--- src/rtl/core/bfr_pkg.sv ---
package bfr_pkg;

    localparam int BFR_MAX_LETTERS = 64;
    localparam int BFR_COUNT_WIDTH = 32;

    // Per-mille scale and the quotient width that covers it.
    localparam int PM_SCALE = 1000;
    localparam int PM_QW    = 11;

    localparam logic [1:0] CMD_LETTER = 2'd0;
    localparam logic [1:0] CMD_TEXT   = 2'd1;
    localparam logic [1:0] CMD_FETCH  = 2'd2;

    // Tab, line feed, vertical tab, form feed, carriage return and space.
    function automatic logic is_blank(input logic [7:0] b);
        return (b == 8'd32) || ((b >= 8'd9) && (b <= 8'd13));
    endfunction

endpackage

--- src/rtl/core/bfr_divider.sv ---
module bfr_divider #(
    parameter int COUNT_WIDTH = bfr_pkg::BFR_COUNT_WIDTH
) (
    input  logic                       clk,
    input  logic                       rst_n,
    input  logic                       start,
    input  logic [COUNT_WIDTH-1:0]     count,
    input  logic [COUNT_WIDTH-1:0]     length,
    output logic                       done,
    output logic [bfr_pkg::PM_QW-1:0]  quotient
);

    // Computes floor((count*2000 + length) / (2*length)), one quotient bit a cycle.
    localparam int QW = bfr_pkg::PM_QW;
    localparam int NW = COUNT_WIDTH + 12;
    localparam int STW = $clog2(QW + 1);

    typedef enum logic {D_IDLE, D_RUN} div_state_t;

    div_state_t     state_reg;
    logic [NW-1:0]  rem_reg;
    logic [NW-1:0]  dsh_reg;
    logic [QW-1:0]  q_reg;
    logic [STW-1:0] step_reg;
    logic           done_reg;
    logic [NW-1:0]  num;

    assign num = (NW'(count) << 11) - (NW'(count) << 5) - (NW'(count) << 4) + NW'(length);

    always_ff @(posedge clk or negedge rst_n)
    begin
        if (!rst_n)
        begin
            state_reg <= D_IDLE;
            rem_reg   <= '0;
            dsh_reg   <= '0;
            q_reg     <= '0;
            step_reg  <= '0;
            done_reg  <= 1'b0;
        end
        else
        begin
            done_reg <= 1'b0;
            case (state_reg)
                D_IDLE:
                begin
                    if (start)
                    begin
                        rem_reg   <= num;
                        dsh_reg   <= NW'(length) << QW;
                        q_reg     <= '0;
                        step_reg  <= '0;
                        state_reg <= D_RUN;
                    end
                end
                D_RUN:
                begin
                    if (rem_reg >= dsh_reg)
                    begin
                        rem_reg <= rem_reg - dsh_reg;
                        q_reg   <= {q_reg[QW-2:0], 1'b1};
                    end
                    else
                    begin
                        q_reg <= {q_reg[QW-2:0], 1'b0};
                    end
                    dsh_reg  <= dsh_reg >> 1;
                    step_reg <= step_reg + 1'b1;
                    if (step_reg == STW'(QW - 1))
                    begin
                        done_reg  <= 1'b1;
                        state_reg <= D_IDLE;
                    end
                end
                default:
                begin
                    state_reg <= D_IDLE;
                end
            endcase
        end
    end

    assign done     = done_reg;
    assign quotient = q_reg;

endmodule

--- config.mk ---
export PLATFORM = sky130hd
export DESIGN_NAME = bfr_divider
export DESIGN_NICKNAME = d
export VERILOG_FILES = /design/src/rtl/core/bfr_pkg.sv /design/src/rtl/core/bfr_divider.sv
export SDC_FILE = /design/constraint.sdc
export NUM_CORES = 1
export LEC_CHECK = 0
export BUFFER_PORTS_ARGS = -buffer_cell sky130_fd_sc_hd__buf_2
export CAP_MARGIN = 0
export CORE_MARGIN = 1
export CORE_UTILIZATION = 42
export DETAILED_ROUTE_END_ITERATION = 8
export HOLD_SLACK_MARGIN = 0.1
export PLACE_DENSITY_LB_ADDON = 0.12
export SYNTH_ARGS = -nofsm -noshare
export SYNTH_HDL_FRONTEND = slang
export SYNTH_SLANG_ARGS = --single-unit
--- constraint.sdc ---
create_clock -name clk -period 3.1 [get_ports clk]
set_input_delay 0.31 -clock clk [delete_from_list [all_inputs] [get_ports clk]]
set_output_delay 0.31 -clock clk [all_outputs]
set_load 0.01 [all_outputs]
==> metrics.txt, run 1 <==
wire length per cell=15.9 um; Die ar.=0.0269 mm^2; Final period util=114%; Clock power frac=7.1%; grt total ovfl=0; Final Hold Vio Count=0; first-pass GRT wire length=51,600 um; Gate power share=77.8%; IO buf count=78; max-slew violation total from the final report=0; total track usage=24.2%; post-synthesis sequential area ratio=between 20% and 30%; EDFF count, synth=0; top-count cell post-synth=inv_1; CP Capture Type=register; Placeable Area=0.0255 mm^2; Synthesis Warnings=0; final net count=1,860; FMAX=284 MHz; Pwr per Cell Area=1140 mW/mm^2; CP most frequent cell=fa_1; leading area contributor after synthesis=dfrtp_1; R2R depth=13; CP peak stage delay=0.52 ns; Tmin final=3.52 ns; Synth cell types=81; First-pass DRT Iterations=5; Int Power=between 8 and 9 mW; Setup TNS=-5.41 ns; H-Tree Depth=3; WP data required=3.34 ns; register bit total from synthesis=104; top post-synthesis cells by area=dfrtp_1 24%, ha_1 12%, fa_1 9.6%; failing checks=setup timing; Sw Ratio=between 40 and 50%; Top FF cell, synth=dfrtp_1; site row count=58; Worst-Margin Slew=0.852 ns; antenna violations before repair=0; CTS root buf=clkbuf_16; pin count of the biggest net entering global routing=84; Final GP Congestion=roughly 0.87; DRT Wirelength=~31,000 um; Layout area overhead=33.2%; Die Y=164 um; worst hold slack=approximately 0.24 ns; DP HPWL=around 25,000 um; synthesized instance count=1,356; Sw Pwr=roughly 8 mW; vias in the first global route=10,000; WP data arrival=between 3 and 4 ns; CTS tree=yes; RSZ-0062 raised after global routing=true; Hold Path Class=input port to register; CP max FO=3; CTS buffer count=9; Pleak=7.22 nW; synth cell count leaders=181 x inv_1, 130 x a21oi_1, 123 x nand2_1; Via density=5.21; Max VDD drop=between 0.0005 and 0.0006 V; DRC viols=0; Hold Startpoint=length[31]; setup slack, reg-to-reg=-0.09 ns; syn_area_per_cell=8.14 um^2; slew margin rel.=43.2%; top-area cell type share of the netlist area=23.6%; worst path bufs/invs=2; Worst-path clk slew=0.07 ns; skew final=between 0.01 and 0.015 ns; Min-Delay Endpoint=dsh_reg[42]; Starting Density=43.3%; Final setup viols=25; worst hold path depth=3; CTS sink count=about 100; Final ANT Viol Nets=0; crit path kind=input port to register; max FFs per register=44; clock tree buffer depth=2; IO Count=79; Slowest-stage cell, CP=fa_1; Clock Latency Late Sink=roughly 0.37 ns; share of cells above drive strength 1=29.1%; asr flop ratio synth=100%; CP top delay family=compound AO/OA/AOI/OAI gates; status=complete, but fails checks; Worst Setup Start Kind=input port; syn_nets=1,580; R2R Path End=rem_reg[43]; fin worst setup slack=-0.424 ns; number of DRC markers in iteration 0=628; Sequential Power Share=15.1%; Reg-to-Reg Start=dsh_reg[8]; n_diodes=0; Max-Cap Viols=0; cells along the critical path=buf_8 -> fa_1 -> inv_1 -> fa_1 -> ha_4 -> a21o_1 -> o21bai_1 -> a311o_1 -> a31o_2 -> a311o_2 -> o2bb2ai_4 -> nor2_4 -> o31ai_2 -> mux2i_1 -> or3_1; vias post-DR=10,300; Post-Syn Area=0.0110 mm^2; DIE WIDTH=between 150 and 200 um
[worst max-delay path by stage]
stage                   start           to  slack (ns)  depth (start not counted)
floorplan           count[11]  rem_reg[43]       -0.67                         15
global placement     count[4]  rem_reg[43]       -0.85                         15
detailed placement   count[1]  rem_reg[43]       -0.90                         16
CTS                  count[7]  rem_reg[43]       -0.42                         15
global route         count[7]  rem_reg[43]       -0.59                         15
finish               count[7]  rem_reg[43]       -0.42                         15
[final cells by class]
cell class / instances / area [um^2]
clock buffer: 10 / 229
sequential: 104 / 2610
timing repair buffer: 338 / 2510
inverter: 181 / 682
fill: 2343 / 10800
clock inverter: 6 / 66.3
tap: 330 / 413
multi-input combinational: 1002 / 8200
[cells in the final DEF, fill, tap and decap left out, types with 14 or more instances in the layout]
| master | synthesis | layout |
|---|---|---|
| a21o_1 | 47 | 47 |
| a21oi_1 | 130 | 122 |
| buf_2 | 12 | 71 |
| buf_4 | 2 | 240 |
| buf_6 | 1 | 18 |
| dfrtp_1 | 104 | 103 |
| fa_1 | 53 | 48 |
| ha_1 | 104 | 85 |
| ha_4 | 0 | 17 |
| inv_1 | 181 | 166 |
| inv_2 | 0 | 14 |
| mux2i_1 | 38 | 38 |
| nand2_1 | 123 | 121 |
| nand3_1 | 29 | 28 |
| nand4_1 | 18 | 18 |
| nor2_1 | 98 | 92 |
| o21ai_0 | 73 | 65 |
| o21ai_1 | 21 | 21 |
| xnor2_1 | 41 | 32 |
| xor2_1 | 33 | 29 |
[per-layer routing]
| layer | GRT usage (%) | share of wire (%) | up-vias |
|---|---|---|---|
| met5 | 0 | 0 | - |
| met4 | 3.96 | 0.85 | 0 |
| met3 | 1.82 | 2.6 | 19 |
| met2 | 38.2 | 45 | 141 |
| met1 | 36.2 | 51 | 4913 |
| li1 | - | - | 5204 |
[metrics by stage]
step	worst slack (ns)	utilization [%]	power (mW)	std cells	instance area, um^2
final	-0.424	57.7	16.8	1971	14700
after detailed placement	-0.901	53.2	14.6	1935	13600
after global routing	-0.594	57.7	18.3	1971	14700
after floorplan	-0.675	-	10.6	1356	11200
after global placement	-0.853	53.2	14.5	1935	13600
after CTS	-0.418	56.5	16.4	1966	14400
[power by group through the flow]
stage | logic (mW) | registers (mW) | clock network, mW
after global placement | 12.0 | 2.54 | 0
after detailed placement | 12.1 | 2.55 | 0
final | 13.1 | 2.54 | 1.19
after CTS | 12.6 | 2.54 | 1.21
after global routing | 14.4 | 2.62 | 1.26
after floorplan | 8.19 | 2.45 | 0
[logic make-up (layout without fill, tap and decap cells)]
logic type | after synthesis | in the layout | synth area share (%)
buf+inv | 251 | 535 | 8.81
fa+ha+maj | 157 | 157 | 21.4
simple gates | 333 | 334 | 13.8
mux | 40 | 40 | 3.65
xor+xnor | 74 | 74 | 5.87
compound gates | 397 | 397 | 22.9
flops | 104 | 104 | 23.6
[timing repair]
item                                   CTS  global route
endpoints found under the hold margin   34             0
gates resized for setup                 88            55
pin swaps                               61            53
setup buffers                           15             5
setup endpoints to repair               44            44
hold buffers                             1             0
gates cloned                             1             0
[tightest hold or removal path: stages]
cell and delay [ns]:
buf_2 0.10, mux2i_1 0.06, nor2_1 0.08
Power figures use the tool's default switching activity.
==> inputs of run 2 (changes only) <==
Settings changed: CTS_BUF_LIST set to sky130_fd_sc_hd__clkbuf_8, GPL_TIMING_DRIVEN set to 0.
==> run 2 against run 1 <==
The run still ends with setup timing left; clock-buffer cell count is 1 lower; first-iteration DRC count grew 16%; die area unchanged; non-clock buffer count is 150 lower; critical path depth increased by 1; register-to-register slack worse by 0.09 ns; final cell count is 7.7% lower; clock power is 16% lower; via count decreased by 2.2%; sequential share of layout area increased by 1.6 points; critical path type unchanged; critical endpoint is now rem_reg[39]; largest power group unchanged.
==> metrics.txt, run 2 (same netlist as run 1, synthesis figures left out) <==
status=complete, but fails checks; failing checks=setup timing; Placeable Area=0.0255 mm^2 (unchanged); Final period util=117% (+3.4 points); total track usage=25.4% (+1.2 points); Layout area overhead=22.1%; WP data arrival=3.93 ns (+0.17 ns); Final ANT Viol Nets=0 (unchanged); clock tree buffer depth=2 (unchanged); worst path bufs/invs=3 (+1); max FFs per register=44 (unchanged); Final Hold Vio Count=0 (unchanged); DRT Wirelength=33,400 um (+6.2%); most common cell after layout, fill and taps aside=inv_1; Gate power share=78.0% (+0.2 points); Tmin final=3.63 ns (+0.106 ns); Pleak=6.35 nW (-12%); Setup WS pre-CTS=-1.17 ns (-0.269 ns); IO buf count=77 (-1.3%); pin count of the biggest net entering global routing=56 (-33%); Worst Setup Start Kind=input port; Via density=5.52 (+5.9%); vias in the first global route=9,596 (-4.3%); Hold Path Class=input port to register; skew final=0.0160 ns (+0.00133 ns); FMAX=275 MHz (-2.9%); CP most frequent cell=fa_1; slew margin rel.=38.7% (-4.5 points); most frequent cells in the layout=170 x inv_1, 121 x nand2_1, 120 x a21oi_1; Setup TNS=-6.51 ns (-1.10 ns); cells along the critical path=buf_8 -> fa_1 -> fa_1 -> inv_2 -> ha_4 -> a21o_1 -> o21bai_4 -> a311o_1 -> a31o_2 -> a311o_2 -> o2bb2ai_4 -> nor2_4 -> buf_4 -> o21ai_2 -> xnor2_2 -> o221a_1; Sw Pwr=8.02 mW (+1.5%); Pwr per Cell Area=1180 mW/mm^2 (+3.6%); CTS sink count=104 (unchanged); CTS root buf=clkbuf_8; first-pass GRT wire length=52,800 um (+2.3%); First-pass DRT Iterations=7 (+2); DIE WIDTH=164 um (unchanged); Die ar.=0.0269 mm^2 (unchanged); share of cells above drive strength 1=20.2% (-8.9 points); CTS tree=yes; CP peak stage delay=0.51 ns (about the same); site row count=58 (unchanged); CTS buffer count=9 (unchanged); IO Count=79 (unchanged); grt total ovfl=0 (unchanged); WP data required=3.40 ns (+0.06 ns); worst hold slack=0.207 ns (-0.0278 ns); DP HPWL=25,800 um (+4.0%); Worst-Margin Slew=0.920 ns (+0.0679 ns); max-slew violation total from the final report=0 (unchanged); wire length per cell=18.3 um (+15%); antenna violations before repair=0 (unchanged); DP Area=0.0120 mm^2 (-11%); CP max FO=3 (unchanged); Final GP Congestion=0.884 (+1.1%); Final setup viols=22 (-12%); Starting Density=43.3% (unchanged); Die Y=164 um (unchanged); fin worst setup slack=-0.530 ns (-0.106 ns); n_diodes=0 (unchanged); Max VDD drop=0.000529 V (+3.7%); CP Capture Type=register; CP top delay family=compound AO/OA/AOI/OAI gates; Clock Latency Late Sink=0.40 ns (+0.03 ns); DRC viols=0 (unchanged); Worst-path clk slew=0.12 ns (+0.05 ns); Max-Cap Viols=0 (unchanged); number of DRC markers in iteration 0=728 (+16%); Slowest-stage cell, CP=fa_1; Final Cell Area=0.0135 mm^2 (-8.3%); RSZ-0062 raised after global routing=true; final net count=1,709 (-8.1%); Clock power frac=6.2% (-0.9 points); crit path kind=input port to register; Int Power=7.93 mW (-11%); Sequential Power Share=15.7% (+0.6 points); vias post-DR=10,000 (-2.2%); H-Tree Depth=3 (unchanged); Sw Ratio=50.3% (+3.2 points)
-- run 2: cell count changes in the layout (fill, tap and decap cells not counted), moves of 5 or more --
| cell | previous run | this run |
|---|---|---|
| buf_1 | 0 | 5 |
| buf_4 | 240 | 49 |
| clkbuf_1 | 1 | 34 |
| clkbuf_16 | 9 | 0 |
| clkbuf_8 | 0 | 9 |
| ha_2 | 2 | 8 |
-- run 2: worst paths after layout --
path / slack, ns / startpoint / depth (start not counted) / to
max: -0.53 / count[8] / 16 / rem_reg[39]
min: 0.21 / length[31] / 3 / dsh_reg[42]
max reg2reg: -0.18 / dsh_reg[9] / 13 / rem_reg[43]
min reg2reg: 0.49 / dsh_reg[8] / 2 / dsh_reg[7]
max in group asynchronous: 1.90 / rst_n / 3 / rem_reg[10]
min in group asynchronous: 0.50 / rst_n / 2 / dsh_reg[14]
-- run 2: worst min-delay path: stages --
cell and delay, ns:
buf_2 0.10, mux2i_1 0.07, nor2_1 0.09
-- run 2: power by group through the flow --
stage               Combinational [mW]  Clock (mW)  Sequential (mW)
global route                      13.7        1.06             2.60
finish                            12.4       0.996             2.51
CTS                               11.5        1.02             2.51
floorplan                         8.19           0             2.45
detailed placement                10.7           0             2.53
global placement                  10.6           0             2.51
-- run 2: cell type report --
type	count	area, um^2
multi-input cells	1001	8280
clock buffers	9	124
well taps	330	413
repair buffers	135	990
fillers	2414	12000
clock inverters	6	92.6
flip-flops and latches	104	2600
plain buffers	53	298
inverters	181	684
-- run 2: what timing repair did --
action	CTS	global route
setup endpoints to repair	45	44
hold buffers	1	0
hold endpoints to repair	49	0
resized for setup	103	100
buffers inserted	24	32
pin swaps	44	39
-- run 2: stage by stage --
stage / instances / utilization [%] / power [mW]
finish: 1819 / 52.9 / 15.9
global route: 1819 / 52.9 / 17.4
CTS: 1793 / 50.3 / 15.0
detailed placement: 1764 / 47.2 / 13.2
global placement: 1763 / 47.0 / 13.2
floorplan: 1356 / - / 10.6
-- run 2: layer usage --
metal  up-vias  wire length, um  GRT usage (%)
met3        22             1200           2.83
met2       191            15600           41.4
met5         -                0              0
li1       4913                -              -
met4         0              276           4.00
met1      4922            16200           36.4
