--- src/rtl/core/bfr_ram.sv ---
module bfr_ram #(
    parameter int WIDTH = 8,
    parameter int DEPTH = 64
) (
    input  logic                     clk,
    input  logic                     we,
    input  logic [$clog2(DEPTH)-1:0] waddr,
    input  logic [WIDTH-1:0]         wdata,
    input  logic [$clog2(DEPTH)-1:0] raddr,
    output logic [WIDTH-1:0]         rdata
);

    logic [WIDTH-1:0] mem [DEPTH];

    always_ff @(posedge clk)
    begin
        if (we)
        begin
            mem[waddr] <= wdata;
        end
        rdata <= mem[raddr];
    end

endmodule

--- config.mk ---
export PLATFORM = sky130hd
export DESIGN_NAME = bfr_ram
export DESIGN_NICKNAME = d
export VERILOG_FILES = /design/src/rtl/core/bfr_ram.sv
export SDC_FILE = /design/constraint.sdc
export NUM_CORES = 1
export LEC_CHECK = 0
export BUFFER_PORTS_ARGS = -buffer_cell sky130_fd_sc_hd__buf_2
export CORE_ASPECT_RATIO = 0.8
export CORE_MARGIN = 2
export CORE_UTILIZATION = 50
export DETAILED_ROUTE_END_ITERATION = 10
export MAX_ROUTING_LAYER = met4
export PLACE_DENSITY = 0.8
export SETUP_SLACK_MARGIN = 0.5
export SLEW_MARGIN = 40
export SYNTH_ARGS = -nofsm -noshare
export SYNTH_HDL_FRONTEND = slang
export SYNTH_SLANG_ARGS = --single-unit
--- constraint.sdc ---
create_clock -name clk -period 1.8 [get_ports clk]
set_input_delay 0.18 -clock clk [delete_from_list [all_inputs] [get_ports clk]]
set_output_delay 0.18 -clock clk [all_outputs]
set_load 0.1 [all_outputs]
==> results.py, run 1 <==
metrics = {
    "outcome": {
        "status": "complete, but fails checks",
        "failed_checks": "negative setup slack",
    },
    "run": {
        "maxCapViolCount": 0,
    },
    "placed_design": {
        "dp_hpwl_mm": 29.3,
        "globalplace.congestion": 0.862,
        "placed_cell_area_sq_mm": 0.0223,
        "placement.io_buffers": 29,
    },
    "worst_hold_path": {
        "hold_path_depth": 1,
        "hp-class": "primary input to flop",
        "worstHoldStart": "wdata[6]",
        "whs_endpoint": "mem[58][6]",
    },
    "setup_path": {
        "r2r_end": "rdata[6]",
        "end_kind": "flop",
        "r2r_slack_ns": -0.11,
        "startpoint_type": "flop",
        "reg2regPathDepth": 5,
        "critical_path_peak_fanout": 1,
        "critPathKind": "flop to flop",
        "crit_required_ns": 2.22,
        "crit_arrival_ns": 2.33,
        "r2r-start": "mem[25][6]",
    },
    "cts": {
        "cts_buffer_depth": 3,
        "htree_num_levels": 2,
        "root_buffer": "clkbuf_16",
        "cts_buffers": 47,
        "clock_sinks": 520,
        "cts.reportedPaths.clkPinSlew_ns": 0.07,
        "postCtsSetupRepairBufs": 0,
        "cts_tree": "yes",
        "clk_latency_ns": 0.56,
    },
    "final_layout": {
        "area_growth_pct": 19.2,
        "postLayoutCoreUtil_pct": 60.7,
        "multiInputGateArea_sq_mm": 0.00502,
        "fin_nets": 1084,
        "nFillCells": 2664,
        "regArea_sq_mm": 0.0156,
        "drive_gt1_share_pct": 39.2,
        "final_area_sq_mm": 0.0240,
    },
    "synth": {
        "synth_nets": 962,
        "yosysMostFrequentCell": "edfxtp_1",
        "yosysUniqueCellTypes": 40,
        "synthSimpleGateAreaFrac_pct": 3.39,
        "post-synth-top-area-cell": "edfxtp_1",
        "synth.avg_cell_area_sq_um": 21.5,
        "synth-seq-area-share_pct": 77.0,
        "synth_mux_area_share_pct": 15.9,
        "synthDominantCellAreaShare_pct": 76.2,
        "mappedNetlistArea_sq_mm": 0.0202,
        "synth_top_family_by_area": "multiplexers",
        "synth_flop_cell": "edfxtp_1",
        "synth_area_leaders": "edfxtp_1 76%, mux4_2 14%, nor2_1 1.5%, mux2i_1 1.1%, dfxtp_1 0.79%",
        "synth_fa_ha_area_share_pct": 0,
        "ys_warn_count": 0,
        "synth_edf_count": 512,
        "synth_common_cells": "512 x edfxtp_1, 126 x mux4_2, 83 x nor2_1, 23 x mux2i_1, 19 x nand2_1",
        "synthCells": 940,
        "synth_compound_gate_area_share_pct": 2.07,
        "synth_xor_area_share_pct": 0,
        "synthArstFlopShare_pct": 0,
        "synth-seq-cells": 520,
    },
    "pwr": {
        "power_frac_clock_pct": 39.6,
        "power_switching_uw": 5440,
        "combinationalPowerShare_pct": 7.1,
        "swShare_pct": 21.6,
        "power_density_mw_per_mm2": 1050,
        "power.leakage_uw": 0.00751,
        "pwr-share-seq_pct": 53.3,
        "vdd_drop_max_uv": 905,
        "p_int_uw": 19800,
    },
    "global_routing": {
        "grt_max_degree": 65,
        "antenna_found_initial": 1,
        "grt_pass1_wl_mm": 68.8,
        "first_global_vias": 10172,
        "track_usage_pct": 23.3,
        "overflow": 0,
    },
    "floorplanning": {
        "ios": 30,
        "start_util_pct": 50.9,
        "fp.dieW_um": 229,
        "num_rows": 65,
        "core-area_sq_mm": 0.0396,
        "die-area_sq_mm": 0.0420,
        "die_y_um": 184,
    },
    "timing": {
        "maxSlewHeadroom_pct": 50.2,
        "tightest_slew_ns": 0.746,
        "fin_setup_tns_ns": -0.298,
        "finalHoldViolCount": 0,
        "rsz0062_at_grt": "yes",
        "fin_skew_ns": 0.0157,
        "max_freq_ghz": 0.524,
        "layout_setup_ws_ns": -0.108,
        "fin_crit_ns": 1.91,
        "final_max_slew_viol_count": 0,
        "setup_viol": 5,
        "period_share_pct": 106,
    },
    "detailed_routing": {
        "routed_via_density": 6.21,
        "remaining_drc_errors": 0,
        "antenna_left": 0,
        "avgRoutedWirePerCell_um": 28.4,
        "vias": 10160,
        "routed-wl-met3_mm": 4.81,
        "wl_met2_mm": 21.7,
        "routed_wl_mm": 46.5,
        "drt-met1-wl_mm": 19.1,
        "dr.pass1.iters": 5,
        "drtIter0Drc": 1070,
        "maxUsedRoutingLayer": "met4",
    },
}
## per-layer routing
layer  vias up  GRT usage, %
li1       4189             -
met1      5354          33.2
met2       543          34.7
met3        74          5.80
met4         0          5.05
met5         -             -
## sequential cells by signal, indices dropped and copies added, names as in the netlist
| signal | cells |
|---|---|
| mem | 512 |
| rdata | 8 |
## power groups by stage
| stage | clock (uW) | combinational, uW | sequential (uW) |
|---|---|---|---|
| global route | 10500 | 1880 | 13500 |
| CTS | 10100 | 1780 | 13500 |
| global placement | 0 | 1620 | 13700 |
| finish | 9990 | 1790 | 13500 |
| floorplan | 0 | 826 | 13900 |
| detailed placement | 0 | 1660 | 13700 |
## layout by cell type, fill, tap and decap left out, drive strengths merged, types with 6 or more instances in the layout
| master | netlist | final |
|---|---|---|
| edfxtp | 512 | 512 |
| nand2b | 7 | 7 |
| nor2b | 14 | 14 |
| nand3 | 13 | 13 |
| nand2 | 19 | 19 |
| mux2 | 13 | 13 |
| dfxtp | 8 | 8 |
| o22ai | 8 | 8 |
| a221oi | 6 | 6 |
| o221ai | 8 | 8 |
| clkbuf | 17 | 59 |
| bufinv | 0 | 6 |
| nor3 | 7 | 7 |
| mux4 | 126 | 126 |
| nor2 | 83 | 83 |
| mux2i | 23 | 23 |
| buf | 34 | 123 |
| clkinv | 0 | 18 |
## worst max-delay path by stage
| stage | startpoint | end | slack, ns | depth (start not counted) |
|---|---|---|---|---|
| floorplan | raddr[0] | rdata[7] | 0.07 | 7 |
| finish | mem[25][6] | rdata[6] | -0.11 | 5 |
| detailed placement | raddr[0] | rdata[1] | -0.47 | 7 |
| CTS | mem[6][0] | rdata[0] | -0.07 | 5 |
| global placement | raddr[0] | rdata[1] | -0.44 | 7 |
| global route | mem[29][6] | rdata[6] | -0.12 | 5 |
## worst max-delay path, stage by stage (launching register included)
cell and delay [ns]:
edfxtp_1 0.43, mux4_2 0.48, mux2_4 0.30, o221a_4 0.29
nor3_4 0.15, o32ai_1 0.13
## what timing repair did
action                     in CTS  in global routing
pin swaps                       4                  1
cloned                          0                  0
hold buffers                    0                  0
hold endpoints to repair        0                  0
setup endpoints to repair      16                 14
resized for setup              65                  5
## metrics by stage
step / setup slack, ns / cells / hold WS, ns / power (uW)
after CTS: -0.0717 / 1635 / 0.0397 / 25300
after floorplan: 0.0715 / 940 / 0.279 / 14700
after global routing: -0.122 / 1636 / 0.0660 / 25800
after detailed placement: -0.475 / 1549 / 0.640 / 15400
final: -0.108 / 1636 / 0.0507 / 25200
after global placement: -0.436 / 1549 / 0.620 / 15300
## cell type report
cell class | instances | area share, %
sequential | 520 | 64.7
multi-input combinational | 369 | 20.9
timing repair buffer | 124 | 5.27
clock buffer | 58 | 5.07
tap | 536 | 2.79
clock inverter | 28 | 1.23
antenna | 1 | 0.0104
## kinds of logic (layout without fill, tap and decap cells)
| family | Yosys count | in the layout |
|---|---|---|
| DFF | 520 | 520 |
| muxes | 162 | 162 |
| and+or+nand+nor | 153 | 153 |
| AOI/OAI and AO/OA | 54 | 54 |
| buffers and inverters | 51 | 210 |
| other | 0 | 1 |
Note: power is estimated with default switching activity, not from simulation.
==> run 2, diff against run 1 <==
==> constraint.sdc (replaced) <==
create_clock -name clk -period 1.8 [get_ports clk]
set_input_delay 0.54 -clock clk [delete_from_list [all_inputs] [get_ports clk]]
set_output_delay 0.54 -clock clk [all_outputs]
set_load 0.1 [all_outputs]
==> results.py, run 2 (same netlist as run 1, synthesis figures left out) <==
metrics = {
    "global_routing": {
        "track_usage_pct": 24.0,
        "met1_usage_pct": 33.2,
        "first_global_vias": 10373,
        "antenna_found_initial": 0,
        "grt_max_degree": 65,
        "grt.busiest_layer": "met2",
        "overflow": 0,
        "grt_pass1_wl_mm": 70.0,
        "grtUsageMet3_pct": 5.18,
        "met2_usage_pct": 36.7,
    },
    "final_layout": {
        "drive_gt1_share_pct": 43.9,
        "final_area_sq_mm": 0.0254,
        "fin_nets": 1162,
        "top_regs": "mem (512), rdata (8)",
        "multiInputGateArea_sq_mm": 0.00516,
        "fin_cells": 1712,
        "final_cell_mix": "512 x edfxtp_1, 126 x mux4_2, 97 x buf_4",
        "mostFrequentLayoutCell": "edfxtp_1",
        "regArea_sq_mm": 0.0156,
        "area_growth_pct": 26.1,
        "diodes": 0,
        "nFillCells": 2458,
        "largest_register": "mem",
        "largest_reg_flops": 512,
    },
    "setup_path": {
        "startpoint_type": "flop",
        "critPathKind": "flop to flop",
        "crit_arrival_ns": 2.41,
        "endpoint": "rdata[6]",
        "r2r_slack_ns": -0.16,
        "crit_required_ns": 2.25,
        "cp-startpoint": "mem[21][6]",
        "critical_path_peak_fanout": 1,
        "r2r_end": "rdata[6]",
        "end_kind": "flop",
        "r2r-start": "mem[21][6]",
        "reg2regPathDepth": 6,
    },
    "outcome": {
        "failed_checks": "negative setup slack",
        "status": "complete, but fails checks",
    },
    "pwr": {
        "power.leakage_uw": 0.00811,
        "vdd_drop_max_uv": 941,
        "power_density_mw_per_mm2": 985,
    },
    "timing": {
        "period_share_pct": 109,
        "hold-worst-slack_ns": 0.469,
        "fin_crit_ns": 1.96,
        "setup_viol": 8,
        "layout_setup_ws_ns": -0.158,
        "rsz0062_at_grt": "yes",
        "finalHoldViolCount": 0,
        "tightest_slew_ns": 0.740,
        "final_max_slew_viol_count": 0,
        "fin_skew_ns": 0.0104,
        "maxSlewHeadroom_pct": 50.7,
        "max_freq_ghz": 0.511,
    },
    "detailed_routing": {
        "avgRoutedWirePerCell_um": 28.8,
        "antenna_left": 0,
        "vias": 10562,
        "drtIter0Drc": 1432,
        "routed_wl_mm": 49.3,
        "remaining_drc_errors": 0,
        "dr.pass1.iters": 5,
        "routed_via_density": 6.17,
    },
    "run": {
        "maxCapViolCount": 0,
    },
    "placed_design": {
        "globalplace.congestion": 0.849,
        "dpl.cell_count": 1594,
        "placed_cell_area_sq_mm": 0.0230,
        "place_ws_ns": -0.740,
        "placement.io_buffers": 29,
        "dp_hpwl_mm": 29.4,
    },
    "floorplanning": {
        "num_rows": 65,
        "core-area_sq_mm": 0.0396,
        "fp.dieW_um": 229,
        "die-area_sq_mm": 0.0420,
        "ios": 30,
        "start_util_pct": 50.9,
        "die_y_um": 184,
    },
    "cts": {
        "cts_buffer_depth": 3,
        "cts.reportedPaths.clkPinSlew_ns": 0.06,
        "cts_buffers": 48,
        "root_buffer": "clkbuf_16",
        "clk_latency_ns": 0.56,
        "postCtsHoldBufs": 0,
        "clock_sinks": 520,
        "htree_num_levels": 2,
        "cts_tree": "yes",
    },
    "worst_hold_path": {
        "hp-class": "primary input to flop",
    },
}
run 2: how the worst min path moves through the flow:
| stage | startpoint | to | slack, ns | cells after the start |
|---|---|---|---|---|
| floorplan | raddr[5] | rdata[3] | 0.63 | 1 |
| global placement | mem[30][4] | rdata[4] | 0.86 | 3 |
| detailed placement | mem[6][7] | rdata[7] | 0.88 | 4 |
| CTS | raddr[5] | rdata[1] | 0.40 | 3 |
| finish | raddr[5] | rdata[1] | 0.47 | 3 |
| global route | raddr[5] | rdata[1] | 0.46 | 3 |
run 2: timing repair:
item / in CTS / in global routing
buffers inserted: 5 / 22
resized for setup: 69 / 48
hold endpoints to repair: 0 / 0
setup endpoints to repair: 82 / 183
pin swaps: 11 / 22
cloned: 2 / 3
run 2: cell type report:
type / instances / share of cell area (%)
sequential: 520 / 61.2
multi-input combinational: 369 / 20.3
timing repair buffer: 201 / 10.2
clock buffer: 57 / 4.94
tap: 536 / 2.64
clock inverter: 29 / 0.787
run 2: power breakdown:
group	switching [uW]	internal [uW]	leakage, uW	total (uW)
sequential	57.9	13400	0.00468	13500
combinational	1150	848	0.00272	2000
clock	4220	5380	0.000713	9590
run 2: metrics by stage:
step / TNS [ns] / utilization, % / total power (uW)
2_1_floorplan: -18.66 / - / 14700
3_3_place_gp: -18.07 / 58.1 / 15400
3_5_place_dp: -25.38 / 58.2 / 15400
4_1_cts: -0.433 / 62.9 / 25000
5_1_grt: -0.998 / 64.2 / 25700
6_report: -0.751 / 64.2 / 25100
run 2: worst max-delay path, cell delays in order, from the launching register on:
cell	delay, ns
edfxtp_1	0.36
mux4_2	0.51
mux2_4	0.30
o221a_4	0.27
nor3_4	0.19
buf_6	0.13
o32ai_2	0.07
run 2: layer usage:
| layer | part of all wire [%] | vias to the layer above |
|---|---|---|
| met1 | 39 | 5520 |
| met2 | 49 | 607 |
| met3 | 9.7 | 85 |
| met5 | 0 | - |
| li1 | - | 4350 |
| met4 | 2.6 | 0 |
==> run 3, diff against run 2 <==
==> constraint.sdc (replaced) <==
create_clock -name clk -period 1.8 [get_ports clk]
set_input_delay 0.27 -clock clk [delete_from_list [all_inputs] [get_ports clk]]
set_output_delay 0.27 -clock clk [all_outputs]
set_load 0.1 [all_outputs]
==> results.py, run 3 (same netlist as run 1, synthesis figures left out) <==
metrics = {
    "outcome": {
        "failed_checks": "negative setup slack",
        "status": "complete, but fails checks",
    },
    "timing": {
        "rsz0062_at_grt": "yes",
        "fin_skew_ns": 0.0187,
        "max_freq_ghz": 0.541,
        "hold-worst-slack_ns": 0.157,
        "finalHoldViolCount": 0,
        "layout_setup_ws_ns": -0.0481,
        "tightest_slew_ns": 0.774,
        "final_max_slew_viol_count": 0,
        "fin_crit_ns": 1.85,
        "period_share_pct": 103,
        "maxSlewHeadroom_pct": 48.4,
        "setup_viol": 4,
    },
    "setup_path": {
        "critical_path_peak_fanout": 1,
        "end_kind": "flop",
        "crit_buf_inv": 0,
        "r2r_slack_ns": -0.05,
        "startpoint_type": "flop",
        "crit_required_ns": 2.26,
        "critPathKind": "flop to flop",
        "crit_chain": "mux4_2, mux4_2, nor2_2, nor3_2, o2bb2ai_1",
        "max_stage_delay_ns": 0.52,
        "cp_common_cell": "mux4_2",
        "crit_arrival_ns": 2.31,
        "slowest_stage": "mux4_2",
        "crit_family": "multiplexers",
    },
    "cts": {
        "clock_sinks": 520,
        "htree_num_levels": 2,
        "clk_latency_ns": 0.57,
        "postCtsHoldBufs": 0,
        "cts_buffer_depth": 3,
        "cts_buffers": 48,
        "cts.reportedPaths.clkPinSlew_ns": 0.06,
        "root_buffer": "clkbuf_16",
        "postCtsSetupRepairBufs": 0,
        "cts_tree": "yes",
    },
    "final_layout": {
        "top_regs": "mem (512), rdata (8)",
        "final_area_sq_mm": 0.0240,
        "multiInputGateArea_sq_mm": 0.00504,
        "fin_nets": 1077,
        "nFillCells": 2662,
        "area_growth_pct": 18.8,
        "diodes": 0,
        "mostFrequentLayoutCell": "edfxtp_1",
        "largest_reg_flops": 512,
        "final_cell_mix": "512 x edfxtp_1, 126 x mux4_2, 69 x buf_4",
        "drive_gt1_share_pct": 38.0,
        "postLayoutCoreUtil_pct": 60.5,
        "regArea_sq_mm": 0.0155,
        "largest_register": "mem",
    },
    "global_routing": {
        "overflow": 0,
        "first_global_vias": 9940,
        "antenna_found_initial": 0,
        "track_usage_pct": 23.1,
        "grt_pass1_wl_mm": 68.2,
        "grt_max_degree": 65,
    },
    "detailed_routing": {
        "antenna_left": 0,
        "avgRoutedWirePerCell_um": 28.2,
        "vias": 10146,
        "routed_wl_mm": 45.9,
        "drtIter0Drc": 1523,
        "dr.pass1.iters": 5,
        "remaining_drc_errors": 0,
        "routed_via_density": 6.23,
    },
    "placed_design": {
        "dp_hpwl_mm": 28.3,
        "place_ws_ns": -0.539,
        "placed_cell_area_sq_mm": 0.0223,
        "placement.io_buffers": 29,
        "globalplace.congestion": 0.821,
    },
    "pwr": {
        "vdd_drop_max_uv": 875,
        "power.leakage_uw": 0.00748,
        "power_density_mw_per_mm2": 1030,
    },
    "floorplanning": {
        "start_util_pct": 50.9,
        "core-area_sq_mm": 0.0396,
        "fp.dieW_um": 229,
        "die_y_um": 184,
        "num_rows": 65,
        "die-area_sq_mm": 0.0420,
        "ios": 30,
    },
    "run": {
        "maxCapViolCount": 0,
    },
    "worst_hold_path": {
        "hp-class": "primary input to flop",
    },
}
## run 3: cell types whose count changed in the layout (fill, tap and decap cells not counted), sizes merged
cell / previous run / this run
buf: 196 / 115
clkbuf: 62 / 60
bufinv: 3 / 2
## run 3: final timing paths
check / startpoint / end / cells after the start
max reg2reg: mem[13][2] / rdata[2] / 5
min reg2reg: mem[23][2] / rdata[2] / 4
min: raddr[5] / rdata[6] / 3
max: mem[13][2] / rdata[2] / 5
## run 3: routing by layer
metal	vias to the layer above	GRT usage (%)	share of wire (%)
met2	572	34.1	47
met1	5344	34.3	42
met3	65	3.91	9.2
met5	-	-	0
li1	4165	-	-
met4	0	5.02	1.7
## run 3: worst register-to-register path, delay by kind of cell (launching register included)
| kind | cells | cell delay, ns |
|---|---|---|
| multiplexers | 2 | 1.03 |
| flip-flops | 1 | 0.37 |
| AND/OR/NAND/NOR | 2 | 0.20 |
| AO/OA/AOI/OAI | 1 | 0.14 |
## run 3: cell type report
class | count | share of cell area [%]
clock buffer | 59 | 5.28
clock inverter | 28 | 0.721
multi-input combinational | 369 | 21.0
sequential | 520 | 64.9
tap | 536 | 2.80
timing repair buffer | 116 | 5.25
## run 3: repair_timing
action | 4_1_cts | 5_1_grt
pin swaps | 4 | 1
setup endpoints to repair | 16 | 16
gates resized for setup | 58 | 5
cloned | 0 | 0
## run 3: power breakdown
part	leakage, uW	internal (uW)	switching [uW]	total [uW]
clock	0.000706	5250	4270	9520
sequential	0.00467	13400	54.9	13500
combinational	0.00210	705	1070	1770
## run 3: metrics by stage
step	instances	TNS, ns	total power (uW)
floorplan	940	-0.304	14700
global placement	1541	-3.78	15300
detailed placement	1541	-4.03	15300
CTS	1628	-0.126	24800
global route	1628	-0.380	25400
finish	1628	-0.141	24800
